--- config.mk ---
export PLATFORM = sky130hd
export DESIGN_NAME = prwh_queue
export DESIGN_NICKNAME = d
export VERILOG_FILES = /design/src/sv/prwh_pkg.sv /design/src/sv/prwh_queue.sv
export SDC_FILE = /design/constraint.sdc
export NUM_CORES = 1
export LEC_CHECK = 0
export BUFFER_PORTS_ARGS = -buffer_cell sky130_fd_sc_hd__buf_2
export CORE_UTILIZATION = 51
export CTS_CLUSTER_SIZE = 24
export DETAILED_ROUTE_END_ITERATION = 7
export MAX_ROUTING_LAYER = met4
export PLACE_DENSITY = 0.8
export SLEW_MARGIN = 10
export SYNTH_ARGS = -nofsm -noshare
export SYNTH_HDL_FRONTEND = slang
export SYNTH_SLANG_ARGS = --single-unit
--- constraint.sdc ---
create_clock -name clk -period 2.6 [get_ports clk]
set_clock_uncertainty 0.15 [all_clocks]
set_input_delay 0.26 -clock clk [delete_from_list [all_inputs] [get_ports clk]]
set_output_delay 0.26 -clock clk [all_outputs]
set_load 0.05 [all_outputs]
--- src/sv/prwh_pkg.sv ---
package prwh_pkg;

  localparam int SUM_WIDTH = 32;
  localparam int NUM_BINS  = 18;
  localparam int BIN_W     = 5;
  localparam int COORD_W   = 20;
  localparam int BOX_W     = 25;
  localparam logic [BIN_W-1:0] LAST_BIN_IDX = BIN_W'(NUM_BINS - 1);
  localparam logic [BIN_W-1:0] CATCH_BIN    = BIN_W'(NUM_BINS - 1);

  // classified word handed from front to back
  typedef struct packed {
    logic [BIN_W-1:0] bin;
    logic [15:0]      weight;
    logic             last;
  } job_t;

  // quarter-wave sine, Q1.14
  function automatic logic [14:0] quarter_sine(input logic [6:0] i);
    logic [14:0] v;
    case (i)
      7'd0: v = 15'd0;      7'd1: v = 15'd402;    7'd2: v = 15'd804;
      7'd3: v = 15'd1205;   7'd4: v = 15'd1606;   7'd5: v = 15'd2006;
      7'd6: v = 15'd2404;   7'd7: v = 15'd2801;   7'd8: v = 15'd3196;
      7'd9: v = 15'd3590;   7'd10: v = 15'd3981;  7'd11: v = 15'd4370;
      7'd12: v = 15'd4756;  7'd13: v = 15'd5139;  7'd14: v = 15'd5520;
      7'd15: v = 15'd5897;  7'd16: v = 15'd6270;  7'd17: v = 15'd6639;
      7'd18: v = 15'd7005;  7'd19: v = 15'd7366;  7'd20: v = 15'd7723;
      7'd21: v = 15'd8076;  7'd22: v = 15'd8423;  7'd23: v = 15'd8765;
      7'd24: v = 15'd9102;  7'd25: v = 15'd9434;  7'd26: v = 15'd9760;
      7'd27: v = 15'd10080; 7'd28: v = 15'd10394; 7'd29: v = 15'd10702;
      7'd30: v = 15'd11003; 7'd31: v = 15'd11297; 7'd32: v = 15'd11585;
      7'd33: v = 15'd11866; 7'd34: v = 15'd12140; 7'd35: v = 15'd12406;
      7'd36: v = 15'd12665; 7'd37: v = 15'd12916; 7'd38: v = 15'd13160;
      7'd39: v = 15'd13395; 7'd40: v = 15'd13623; 7'd41: v = 15'd13842;
      7'd42: v = 15'd14053; 7'd43: v = 15'd14256; 7'd44: v = 15'd14449;
      7'd45: v = 15'd14635; 7'd46: v = 15'd14811; 7'd47: v = 15'd14978;
      7'd48: v = 15'd15137; 7'd49: v = 15'd15286; 7'd50: v = 15'd15426;
      7'd51: v = 15'd15557; 7'd52: v = 15'd15679; 7'd53: v = 15'd15791;
      7'd54: v = 15'd15893; 7'd55: v = 15'd15986; 7'd56: v = 15'd16069;
      7'd57: v = 15'd16143; 7'd58: v = 15'd16207; 7'd59: v = 15'd16261;
      7'd60: v = 15'd16305; 7'd61: v = 15'd16340; 7'd62: v = 15'd16364;
      7'd63: v = 15'd16379; 7'd64: v = 15'd16384;
      default: v = 15'd0;
    endcase
    return v;
  endfunction

  // region bounds in hundredths: x lo, x hi, y lo, y hi
  function automatic logic signed [7:0] box(input logic [4:0] k, input logic [1:0] c);
    logic signed [7:0] b [0:3];
    case (k)
      5'd0:  b = '{-8'sd50, -8'sd16, -8'sd1,  8'sd50};
      5'd1:  b = '{-8'sd16, -8'sd4,  8'sd10, 8'sd50};
      5'd2:  b = '{-8'sd4,  8'sd4,   8'sd10, 8'sd50};
      5'd3:  b = '{8'sd4,   8'sd16,  8'sd10, 8'sd50};
      5'd4:  b = '{8'sd16,  8'sd50,  -8'sd1, 8'sd50};
      5'd5:  b = '{-8'sd16, -8'sd4,  -8'sd1, 8'sd10};
      5'd6:  b = '{-8'sd4,  8'sd4,   -8'sd1, 8'sd10};
      5'd7:  b = '{8'sd4,   8'sd16,  -8'sd1, 8'sd10};
      5'd8:  b = '{-8'sd16, -8'sd4,  -8'sd10, -8'sd1};
      5'd9:  b = '{-8'sd4,  8'sd4,   -8'sd10, -8'sd1};
      5'd10: b = '{8'sd4,   8'sd16,  -8'sd10, -8'sd1};
      5'd11: b = '{-8'sd16, -8'sd4,  -8'sd20, -8'sd10};
      5'd12: b = '{-8'sd4,  8'sd4,   -8'sd20, -8'sd10};
      5'd13: b = '{8'sd4,   8'sd16,  -8'sd20, -8'sd10};
      5'd14: b = '{-8'sd50, -8'sd16, -8'sd50, -8'sd1};
      5'd15: b = '{-8'sd16, 8'sd16,  -8'sd50, -8'sd20};
      5'd16: b = '{8'sd16,  8'sd50,  -8'sd50, -8'sd1};
      default: b = '{8'sd0, 8'sd0, 8'sd0, 8'sd0};
    endcase
    return b[c];
  endfunction

endpackage

--- src/sv/prwh_queue.sv ---
module prwh_queue
  import prwh_pkg::*;
(
  input  logic clk,
  input  logic rst_n,
  input  logic wr_valid,
  output logic wr_ready,
  input  job_t wr_job,
  output logic rd_valid,
  input  logic rd_ready,
  output job_t rd_job
);

  localparam int DEPTH = 4;
  job_t       mem_r [DEPTH];
  logic [1:0] wp_r, rp_r;
  logic [2:0] cnt_r;
  logic       wr, rd;

  assign wr_ready = cnt_r != 3'(DEPTH);
  assign rd_valid = cnt_r != 3'd0;
  assign rd_job   = mem_r[rp_r];
  assign wr = wr_valid && wr_ready;
  assign rd = rd_valid && rd_ready;

  // hold words in arrival order
  always_ff @(posedge clk) begin
    if (!rst_n) begin
      wp_r <= '0;
      rp_r <= '0;
      cnt_r <= '0;
    end else begin
      if (wr) wp_r <= wp_r + 2'd1;
      if (rd) rp_r <= rp_r + 2'd1;
      cnt_r <= cnt_r + 3'(wr) - 3'(rd);
    end
  end

  always_ff @(posedge clk) begin
    if (wr) mem_r[wp_r] <= wr_job;
  end

endmodule

==> out/results.txt <==
The sequential-to-total area share from yosys stat came out at 77.2%. In this design, the stage delay of the slowest critical-path cell is 470 ps. The post-synthesis register bit count is 97. In this run the mean area of a mapped cell was 22.6 µm².

The fmax is 425 MHz, and the power per unit of standard cell area is 987 nW/µm². The biggest area contributor in the post-synthesis netlist is sky130_fd_sc_hd__edfxtp_1. The pin count of the biggest net entering global routing is 23.

For the worst setup path, the data arrival time is 2450 ps. Setup total negative slack on the finished layout was measured at 0 ps. After synthesis, the most frequently instantiated cells are 88 x sky130_fd_sc_hd__edfxtp_1, 20 x sky130_fd_sc_hd__mux4_2, 9 x sky130_fd_sc_hd__dfxtp_1.

The tools report the number of antenna violations at the first check in global routing as 0. The tools report the number of failing hold endpoints at the final stage as 0. Pin placement for this block handled 50 I/O pins. The iteration-0 DRC count of the detailed router is 97. The floorplan step set the die width to 86.7 µm.

The synthesized design contains 88 enable-type register cells. The number of pins exceeding their max-slew limit in the final report is 0. The first-pass iteration count of the detailed router is 4, and the remaining antenna violation count after routing is 0. Post-CTS timing repair inserted 0 buffers for setup.

The clock-pin slew on the worst setup and hold paths was 80 ps; the clock insertion delay at the later pin of the skew report was 340 ps. Maximum VDD drop: 0.652 mV. Startpoint class of the critical path: a register.

The count of final setup violators was 0; the minimum clock period was 2360 ps. The clock passes through at most 2 buffers. The clock root buffer master was sky130_fd_sc_hd__clkbuf_8. The logs give 162 for the synthesized netlist cell count and 0 for the number of inserted diodes. The tools report the die area as 7520 µm². The kind of cell adding the most delay to the critical path was adder cells. The path class of the tightest hold or removal check is in -> reg. The die is 86.7 µm tall.

After the last flow step, the layout net total stands at 279. The final total power was 4.41 mW; the share of flip-flops with an asynchronous set or reset was 0%. The slew of the pin with the lowest slew margin is 325 ps, and the area fraction of the dominant cell type after synthesis is 72.2%. The critical path start-end classification was reg -> reg. The total of buffers placed on input and output ports was 49. The largest driver fanout on the critical path came out at 6. The routed layout has 1,720 vias. The final RePlAce weighted congestion is 0.701, and the number of H-tree levels is 3. In the finished design, the share of the clock period the worst path needs comes to 90.6%.

The number of warnings reported in the yosys synthesis log is 0. Summing every instance area after synthesis gives 3660 µm². After detailed routing, the average wire length per cell comes to 15.3 µm. Dividing the detail-routed via count by the number of cells gives 4.96. Cell with the most instances after synthesis: sky130_fd_sc_hd__edfxtp_1. The total clock buffers created by CTS is 9. The total wirelength of the detailed-routed design is 5290 µm, and the worst path buffer plus inverter count is 3. Hold path startpoint: rst_n. In this run the critical register-to-register path is launched from cnt_r[1]$_SDFF_PN0_. Measured against its own limit, the worst slew margin works out to 78.3%. For the critical path required time, the log shows 2690 ps. Setup repair after global routing left no endpoint under its margin. Max-cap violations in this run came to 0. For the area of the core, the log shows 6870 µm².

The run gives 8410 µm as the global-route wire length before repair. The tools report the kind of end point of the critical path as a register. In this run the static leakage power is 1.56 nW.

From synthesis to final layout, the design area changed by 22.1%. Fill cells in the final layout number 470. The tools report the overflow left after global routing as 0. For this run, design rule violations remaining after detail routing come to 0. The most used flip-flop cell after synthesis is sky130_fd_sc_hd__edfxtp_1. The initial standard-cell utilization of the core came out at 53.3%. In the final layout, the share of cells above drive strength 1 is 37.5%. TritonCTS built the clock tree. Walking the worst path, the cells encountered are nor2_1 > a21boi_2 > inv_1 > ha_1 > inv_1 > ha_1 > inv_1 > fa_1 > xnor2_1 > xnor2_1 > and2_1.

In the post-synthesis netlist, the biggest area contributors are sky130_fd_sc_hd__edfxtp_1 72%, sky130_fd_sc_hd__mux4_2 12%, sky130_fd_sc_hd__dfxtp_1 4.9%. Global routing consumed, over all layers together, 16.1% of the routing resources. The run gives 30 as the number of placement rows.

The run finished with clean final reports. The tools report the beginning of the critical path as cnt_r[1]$_SDFF_PN0_. The number of global-route vias before repair is 1,753. The cell type with the highest occurrence count on the critical path was sky130_fd_sc_hd__inv_1. The number of clock sinks is 97.

Master of the slowest instance on the critical path: sky130_fd_sc_hd__dfxtp_1. Counting distinct cell types in the post-synthesis netlist gives 20. Counting every net in the synthesized netlist gives 195.
-- placed cells by master, fill, tap and decap left out, drive strengths merged, types with 4 or more instances in the layout --
cell type    count
xnor2            4
ha               6
buf             56
dfxtp            9
mux4            22
and2             7
nand2            5
edfxtp          88
clkbuf          10
inv              7
dlygate4sd3     22
-- cells by family after synthesis --
family | count (synthesis) | synth area share [%]
buffers and inverters | 10 | 1.50
AOI/OAI and AO/OA | 3 | 0.992
and+or+nand+nor | 17 | 2.50
DFF | 97 | 77.2
adders and majority gates | 7 | 2.60
muxes | 24 | 14.3
xor gates and xnor gates | 4 | 0.957
-- cell type report --
type	count	area [µm²]	share of cell area, %
multi-input combinational	55	781	17.5
tap	96	120	2.69
clock inverter	6	65.1	1.46
clock buffer	10	128	2.86
inverter	5	18.8	0.420
sequential	97	2820	63.2
timing repair buffer	78	531	11.9
-- through the flow --
stage | setup slack (ps) | cells | hold slack (ps) | area (µm²) | utilization (%)
2_1_floorplan | 231 | 162 | 209 | 3660 | -
4_1_cts | 225 | 347 | 75.3 | 4470 | 65.0
3_5_place_dp | 238 | 309 | 327 | 4050 | 59.0
5_1_grt | 50.4 | 347 | 73.7 | 4470 | 65.0
3_3_place_gp | 314 | 309 | 322 | 4050 | 59.0
6_report | 245 | 347 | 85.4 | 4470 | 65.0
-- where the power goes --
group	switching (mW)	leakage [nW]	total (mW)	internal, mW
Clock	0.487	0.0971	0.936	0.449
Sequential	0.0960	0.880	1.99	1.90
Combinational	0.963	0.580	1.48	0.518
Total	1.55	1.56	4.41	2.86
-- flip-flops by register name, indices dropped and copies added (netlist names), named ones only --
name / flops
wp_r: 2
rp_r: 2
mem_r: 88
cnt_r: 3
-- per-layer routing --
metal	up-vias	GRT usage [%]	part of all wire, %
met1	860	18.6	43
li1	821	-	-
met4	0	6.36	1.3
met2	33	27.1	52
met3	6	4.19	4.0
met5	-	-	0
-- path summary, 6_finish.rpt --
path / endpoint / slack (ps) / cells past startpoint
worst min-delay path: register / 90 / 2
worst max-delay path: cnt_r[2]$_SDFF_PN0_ / 240 / 11
worst max register to register: cnt_r[2]$_SDFF_PN0_ / 240 / 11
worst min register to register: wp_r[1]$_SDFFE_PN0P_ / 360 / 2
-- what timing repair did --
item,4_1_cts,5_1_grt
resized for setup,0,0
hold buffers,22,0
hold endpoints to repair,88,0
(Power assumes the default switching activity.)
