==> config.mk <==
export PLATFORM = sky130hd
export DESIGN_NAME = prwh_back
export DESIGN_NICKNAME = d
export VERILOG_FILES = /design/src/sv/prwh_pkg.sv /design/src/sv/prwh_back.sv
export SDC_FILE = /design/constraint.sdc
export NUM_CORES = 2
export LEC_CHECK = 0
export ABC_AREA = 0
export BUFFER_PORTS_ARGS = -buffer_cell sky130_fd_sc_hd__buf_2
export CAP_MARGIN = 20
export CORE_MARGIN = 3
export CORE_UTILIZATION = 58
export DETAILED_ROUTE_END_ITERATION = 7
export PLACE_DENSITY_LB_ADDON = 0.3
export SLEW_MARGIN = 10
export SYNTH_ARGS = -nofsm -noshare
export SYNTH_HDL_FRONTEND = slang
export SYNTH_SLANG_ARGS = --single-unit
==> constraint.sdc <==
create_clock -name clk -period 6.5 [get_ports clk]
set_clock_uncertainty 0.2 [all_clocks]
set_input_delay 0 -clock clk [delete_from_list [all_inputs] [get_ports clk]]
set_output_delay 0 -clock clk [all_outputs]
set_load 0.05 [all_outputs]
==> src/sv/prwh_pkg.sv <==
package prwh_pkg;

  localparam int SUM_WIDTH = 32;
  localparam int NUM_BINS  = 18;
  localparam int BIN_W     = 5;
  localparam int COORD_W   = 20;
  localparam int BOX_W     = 25;
  localparam logic [BIN_W-1:0] LAST_BIN_IDX = BIN_W'(NUM_BINS - 1);
  localparam logic [BIN_W-1:0] CATCH_BIN    = BIN_W'(NUM_BINS - 1);

  // classified word handed from front to back
  typedef struct packed {
    logic [BIN_W-1:0] bin;
    logic [15:0]      weight;
    logic             last;
  } job_t;

  // quarter-wave sine, Q1.14
  function automatic logic [14:0] quarter_sine(input logic [6:0] i);
    logic [14:0] v;
    case (i)
      7'd0: v = 15'd0;      7'd1: v = 15'd402;    7'd2: v = 15'd804;
      7'd3: v = 15'd1205;   7'd4: v = 15'd1606;   7'd5: v = 15'd2006;
      7'd6: v = 15'd2404;   7'd7: v = 15'd2801;   7'd8: v = 15'd3196;
      7'd9: v = 15'd3590;   7'd10: v = 15'd3981;  7'd11: v = 15'd4370;
      7'd12: v = 15'd4756;  7'd13: v = 15'd5139;  7'd14: v = 15'd5520;
      7'd15: v = 15'd5897;  7'd16: v = 15'd6270;  7'd17: v = 15'd6639;
      7'd18: v = 15'd7005;  7'd19: v = 15'd7366;  7'd20: v = 15'd7723;
      7'd21: v = 15'd8076;  7'd22: v = 15'd8423;  7'd23: v = 15'd8765;
      7'd24: v = 15'd9102;  7'd25: v = 15'd9434;  7'd26: v = 15'd9760;
      7'd27: v = 15'd10080; 7'd28: v = 15'd10394; 7'd29: v = 15'd10702;
      7'd30: v = 15'd11003; 7'd31: v = 15'd11297; 7'd32: v = 15'd11585;
      7'd33: v = 15'd11866; 7'd34: v = 15'd12140; 7'd35: v = 15'd12406;
      7'd36: v = 15'd12665; 7'd37: v = 15'd12916; 7'd38: v = 15'd13160;
      7'd39: v = 15'd13395; 7'd40: v = 15'd13623; 7'd41: v = 15'd13842;
      7'd42: v = 15'd14053; 7'd43: v = 15'd14256; 7'd44: v = 15'd14449;
      7'd45: v = 15'd14635; 7'd46: v = 15'd14811; 7'd47: v = 15'd14978;
      7'd48: v = 15'd15137; 7'd49: v = 15'd15286; 7'd50: v = 15'd15426;
      7'd51: v = 15'd15557; 7'd52: v = 15'd15679; 7'd53: v = 15'd15791;
      7'd54: v = 15'd15893; 7'd55: v = 15'd15986; 7'd56: v = 15'd16069;
      7'd57: v = 15'd16143; 7'd58: v = 15'd16207; 7'd59: v = 15'd16261;
      7'd60: v = 15'd16305; 7'd61: v = 15'd16340; 7'd62: v = 15'd16364;
      7'd63: v = 15'd16379; 7'd64: v = 15'd16384;
      default: v = 15'd0;
    endcase
    return v;
  endfunction

  // region bounds in hundredths: x lo, x hi, y lo, y hi
  function automatic logic signed [7:0] box(input logic [4:0] k, input logic [1:0] c);
    logic signed [7:0] b [0:3];
    case (k)
      5'd0:  b = '{-8'sd50, -8'sd16, -8'sd1,  8'sd50};
      5'd1:  b = '{-8'sd16, -8'sd4,  8'sd10, 8'sd50};
      5'd2:  b = '{-8'sd4,  8'sd4,   8'sd10, 8'sd50};
      5'd3:  b = '{8'sd4,   8'sd16,  8'sd10, 8'sd50};
      5'd4:  b = '{8'sd16,  8'sd50,  -8'sd1, 8'sd50};
      5'd5:  b = '{-8'sd16, -8'sd4,  -8'sd1, 8'sd10};
      5'd6:  b = '{-8'sd4,  8'sd4,   -8'sd1, 8'sd10};
      5'd7:  b = '{8'sd4,   8'sd16,  -8'sd1, 8'sd10};
      5'd8:  b = '{-8'sd16, -8'sd4,  -8'sd10, -8'sd1};
      5'd9:  b = '{-8'sd4,  8'sd4,   -8'sd10, -8'sd1};
      5'd10: b = '{8'sd4,   8'sd16,  -8'sd10, -8'sd1};
      5'd11: b = '{-8'sd16, -8'sd4,  -8'sd20, -8'sd10};
      5'd12: b = '{-8'sd4,  8'sd4,   -8'sd20, -8'sd10};
      5'd13: b = '{8'sd4,   8'sd16,  -8'sd20, -8'sd10};
      5'd14: b = '{-8'sd50, -8'sd16, -8'sd50, -8'sd1};
      5'd15: b = '{-8'sd16, 8'sd16,  -8'sd50, -8'sd20};
      5'd16: b = '{8'sd16,  8'sd50,  -8'sd50, -8'sd1};
      default: b = '{8'sd0, 8'sd0, 8'sd0, 8'sd0};
    endcase
    return b[c];
  endfunction

endpackage

==> src/sv/prwh_back.sv <==
module prwh_back
  import prwh_pkg::*;
(
  input  logic        clk,
  input  logic        rst_n,
  input  logic        job_valid,
  output logic        job_ready,
  input  job_t        job,
  output logic        out_tvalid,
  input  logic        out_tready,
  output logic [39:0] out_tdata,
  output logic        out_tlast
);

  typedef enum logic [0:0] {ACCUM, DRAIN} state_t;

  state_t                 state_r;
  logic [SUM_WIDTH-1:0]   sums_r [NUM_BINS];
  logic [BIN_W-1:0]       idx_r;
  logic                   ov_r;
  logic [BIN_W-1:0]       ob_r;
  logic [31:0]            os_r;
  logic                   ol_r;
  logic [SUM_WIDTH:0]     add;
  logic                   take, slot_free;

  assign slot_free = !ov_r || out_tready;
  assign job_ready = state_r == ACCUM;
  assign take      = job_valid && job_ready;
  assign add       = {1'b0, sums_r[job.bin]} + (SUM_WIDTH+1)'(job.weight);

  assign out_tvalid = ov_r;
  assign out_tdata  = {3'd0, os_r, ob_r};
  assign out_tlast  = ol_r;

  // accumulate, then drain one bin a word
  always_ff @(posedge clk) begin
    if (!rst_n) begin
      state_r <= ACCUM;
      idx_r   <= '0;
      ov_r    <= 1'b0;
      for (int k = 0; k < NUM_BINS; k++) sums_r[k] <= '0;
    end else begin
      case (state_r)
        ACCUM: begin
          if (slot_free) ov_r <= 1'b0;
          if (take) begin
            sums_r[job.bin] <= add[SUM_WIDTH] ? '1 : add[SUM_WIDTH-1:0];
            if (job.last) begin
              state_r <= DRAIN;
              idx_r   <= '0;
            end
          end
        end
        DRAIN: begin
          if (slot_free) begin
            ov_r <= 1'b1;
            ob_r <= idx_r;
            os_r <= (SUM_WIDTH > 32 && |(sums_r[idx_r] >> 32)) ? 32'hFFFF_FFFF
                                                               : 32'(sums_r[idx_r]);
            ol_r <= idx_r == LAST_BIN_IDX;
            sums_r[idx_r] <= '0;
            idx_r <= idx_r + 5'd1;
            if (idx_r == LAST_BIN_IDX) state_r <= ACCUM;
          end
        end
        default: state_r <= ACCUM;
      endcase
    end
  end

endmodule

==> key figures <==
Worst setup path
  – Arr. time, crit path: 5.65 ns
  – Req. time, crit path: 6.67 ns
  – CP Max Fanout: 18
  – CP Launch Type: flip-flop
  – CP Capture Type: flip-flop
  – Setup slack, reg-to-reg: 1.02 ns
  – Worst r2r path cells: 16
  – R2r endpoint: sums_r[30][31]
  – WS Path Type: flip-flop to flip-flop
  – Worst reg2reg path startpoint: sums_r[31][0]

Drt
  – Wl on met1: 52100 um
  – DRC Markers: 1
  – Routed met3 length: 26700 um
  – Via count: 33000
  – Highest routed layer: met4
  – Pre-Repair DR Iteration Count: 8
  – DR WL/cell: 37.7 um
  – Vias per cell: 7.57
  – Routed wire length: 164000 um
  – Routed length on met2: 75000 um
  – Starting DRT DRC Count: 6128
  – Detail Route Antenna Nets: 0

Clocking
  – Clock latency on the worst-skew pair: 0.69 ns
  – Clk sink count: 1069
  – CTS root buffer: clkbuf_16
  – # H-tree levels: 3
  – CTS tree: built
  – CTS buffer count: 105
  – Worst-path clk slew: 0.06 ns
  – Clk buf depth: 3

Synthesis
  – Mux contribution to synthesized area: 27.2%
  – Asr flop ratio synth: 0%
  – Post-synth EDFFs: 1062
  – Share of the synthesized area in the top cell type: 60.4%
  – Synth area leader: edfxtp_1
  – Yosys reg bits: 1069
  – Post-synthesis sequential area ratio: 60.7%
  – Most frequent cells after synthesis: edfxtp_1 (1062), nor2_1 (601), mux4_2 (600)
  – Synthesized cell area: 52800 sq um
  – Ys flop type: edfxtp_1
  – Most frequent cell after synthesis: edfxtp_1
  – Synth unique cells: 68
  – Compound-cell area share of the yosys netlist: 2.07%
  – Mapped Avg Cell Area: 17.3 sq um
  – Simple-Gate Fraction of Synth Area: 6.62%
  – Post-Synthesis Cells: 3058
  – Yosys warning total: 0
  – Adder-cell share of the synthesized area: 0.465%
  – Xor and xnor area share after synthesis: 0.415%
  – Largest family of logic cells by synthesized area: multiplexers
  – Ranking of synthesized cells by area: edfxtp_1 (60%), mux4_2 (26%), nor2_1 (4.3%)

Cells and area
  – NumNets Final: 3144
  – Final Cell Area: 58400 sq um
  – Syn-to-layout area delta: 10.7%
  – Share of cells above drive strength 1: 33.5%

Floorplanning
  – I/O Pins: 69
  – Row count: 110
  – Die span in x: 308 um
  – Die height: 308 um
  – Die ar.: 94700 sq um
  – Core area: 90100 sq um
  – Initial core utilization: 58.5%

Global route
  – Antenna violations before repair: 3
  – Tot GR Track Use: 35.2%
  – First-pass GRT wire length: 235000 um
  – Number of global-route vias before repair: 33300
  – Pin count of the biggest net entering global routing: 159
  – GRT overflow: 0

Min path
  – Worst min-delay path category: input pin to flip-flop
  – Hold Path Sink: sums_r[16][14]
  – WHS Path Cells: 5
  – Worst Min Path Start: job[15]

Outcome
  – Violated checks: design-rule violations
  – Status: finished, violations left

Timing
  – Fin. Hold Viols: 0
  – Final WS setup: 1.02 ns
  – Fin crit period: 5.48 ns
  – Final period util: 84.2%
  – Worst-Margin Slew: 1.22 ns
  – Setup Total Neg Slack: 0 ns
  – Relative slew margins: 18.1%
  – Fmax: 183 MHz
  – Worst hold margin: 0.0386 ns
  – RSZ-0062 raised after global routing: false
  – Slew Viols, Final: 0
  – Setup-failing EPs final: 0

Placement
  – GP Congestion: 0.932
  – Post-DP Area: 54800 sq um
  – Pre-CTS WS: 0.589 ns
  – Buffers on Ports: 65
  – DP HPWL: 94400 um

Pwr
  – Pwr Density: 273 nW/um^2
  – Pleak: 19.5 nW
  – VDD IR max: 0.000223 V
  – Total power draw: 16.0 mW

Job
  – # Max-Cap Violations: 0
## kinds of logic (layout without fill, tap and decap cells)
logic type | after synthesis | in the layout
xor gates and xnor gates | 25 | 25
buffers and inverters | 276 | 397
AOI/OAI and AO/OA | 157 | 157
adders and majority gates | 19 | 19
DFF | 1069 | 1069
muxes | 676 | 676
and+or+nand+nor | 835 | 835
other | 1 | 4
## worst max path at each step
stage                         from              to  slack, ns  depth (start not counted)
floorplan                  job[17]  sums_r[17][25]       0.66                         23
detailed placement         job[17]  sums_r[17][27]       0.59                         17
finish               sums_r[31][0]  sums_r[30][31]       1.02                         16
global placement           job[17]  sums_r[26][31]       0.82                         17
global route        sums_r[15][10]  sums_r[30][27]       0.78                         15
CTS                 sums_r[31][11]  sums_r[31][14]       1.10                         15
## sequential cells by signal, summed over array words and instances, names as in the netlist
signal,cells
sums_r,1024
out_tvalid,1
state_r,1
os_r,32
ob_r,5
idx_r,5
out_tlast,1
## power breakdown
part,switching [mW],internal [mW]
sequential,0.113,7.80
combinational,1.22,0.724
clock,2.69,3.42
## cells in the final DEF (no fill, tap or decap), types with 36 or more instances in the layout
cell type  instances
a22oi_1           36
buf_2             61
buf_4             89
clkbuf_16        106
edfxtp_1        1062
mux2_2            36
mux2i_1           37
mux4_2           600
nand2_1          121
nor2_1           586
## stage by stage
step                util, %  std cells
finish                 64.8       4358
global route           64.8       4357
CTS                    64.8       4357
detailed placement     60.8       4150
global placement       60.8       4150
floorplan                 -       3060
## worst max-delay path, cell delays in order, from the launching register on
cell and delay, ns:
edfxtp_1 0.39, mux4_2 0.47, mux4_2 0.52, nand2_1 0.09
nand2_1 0.11, ha_1 0.28, fa_1 0.46, a21oi_1 0.27
o211ai_1 0.17, nand3b_1 0.12, o211a_1 0.30, o21ai_0 0.15
buf_4 0.23, and3_1 0.18, or4_1 0.53, nand2_2 0.43
nor2_2 0.22
## per-layer routing
metal	vias to the layer above	global-route usage (%)
met5	-	0
met4	0	18.8
met3	626	11.8
met2	3256	53.0
met1	16700	46.1
li1	12400	-
## cell type report
class	count	area, sq um
Tap cell	1176	1470
Clock inverter	74	716
Fill cell	5932	31700
Antenna cell	1	2.50
Clock buffer	115	2690
Timing Repair Buffer	198	1740
Multi-Input combinational cell	1715	19700
Sequential cell	1069	32000
Inverter	10	37.5
## repair_timing
item	in CTS	in global routing
hold buffers	18	0
setup endpoints to repair	0	0
buffers inserted	0	0
endpoints found under the hold margin	37	0
gates resized for setup	0	0
No activity file was read; power rests on OpenSTA's default activity.
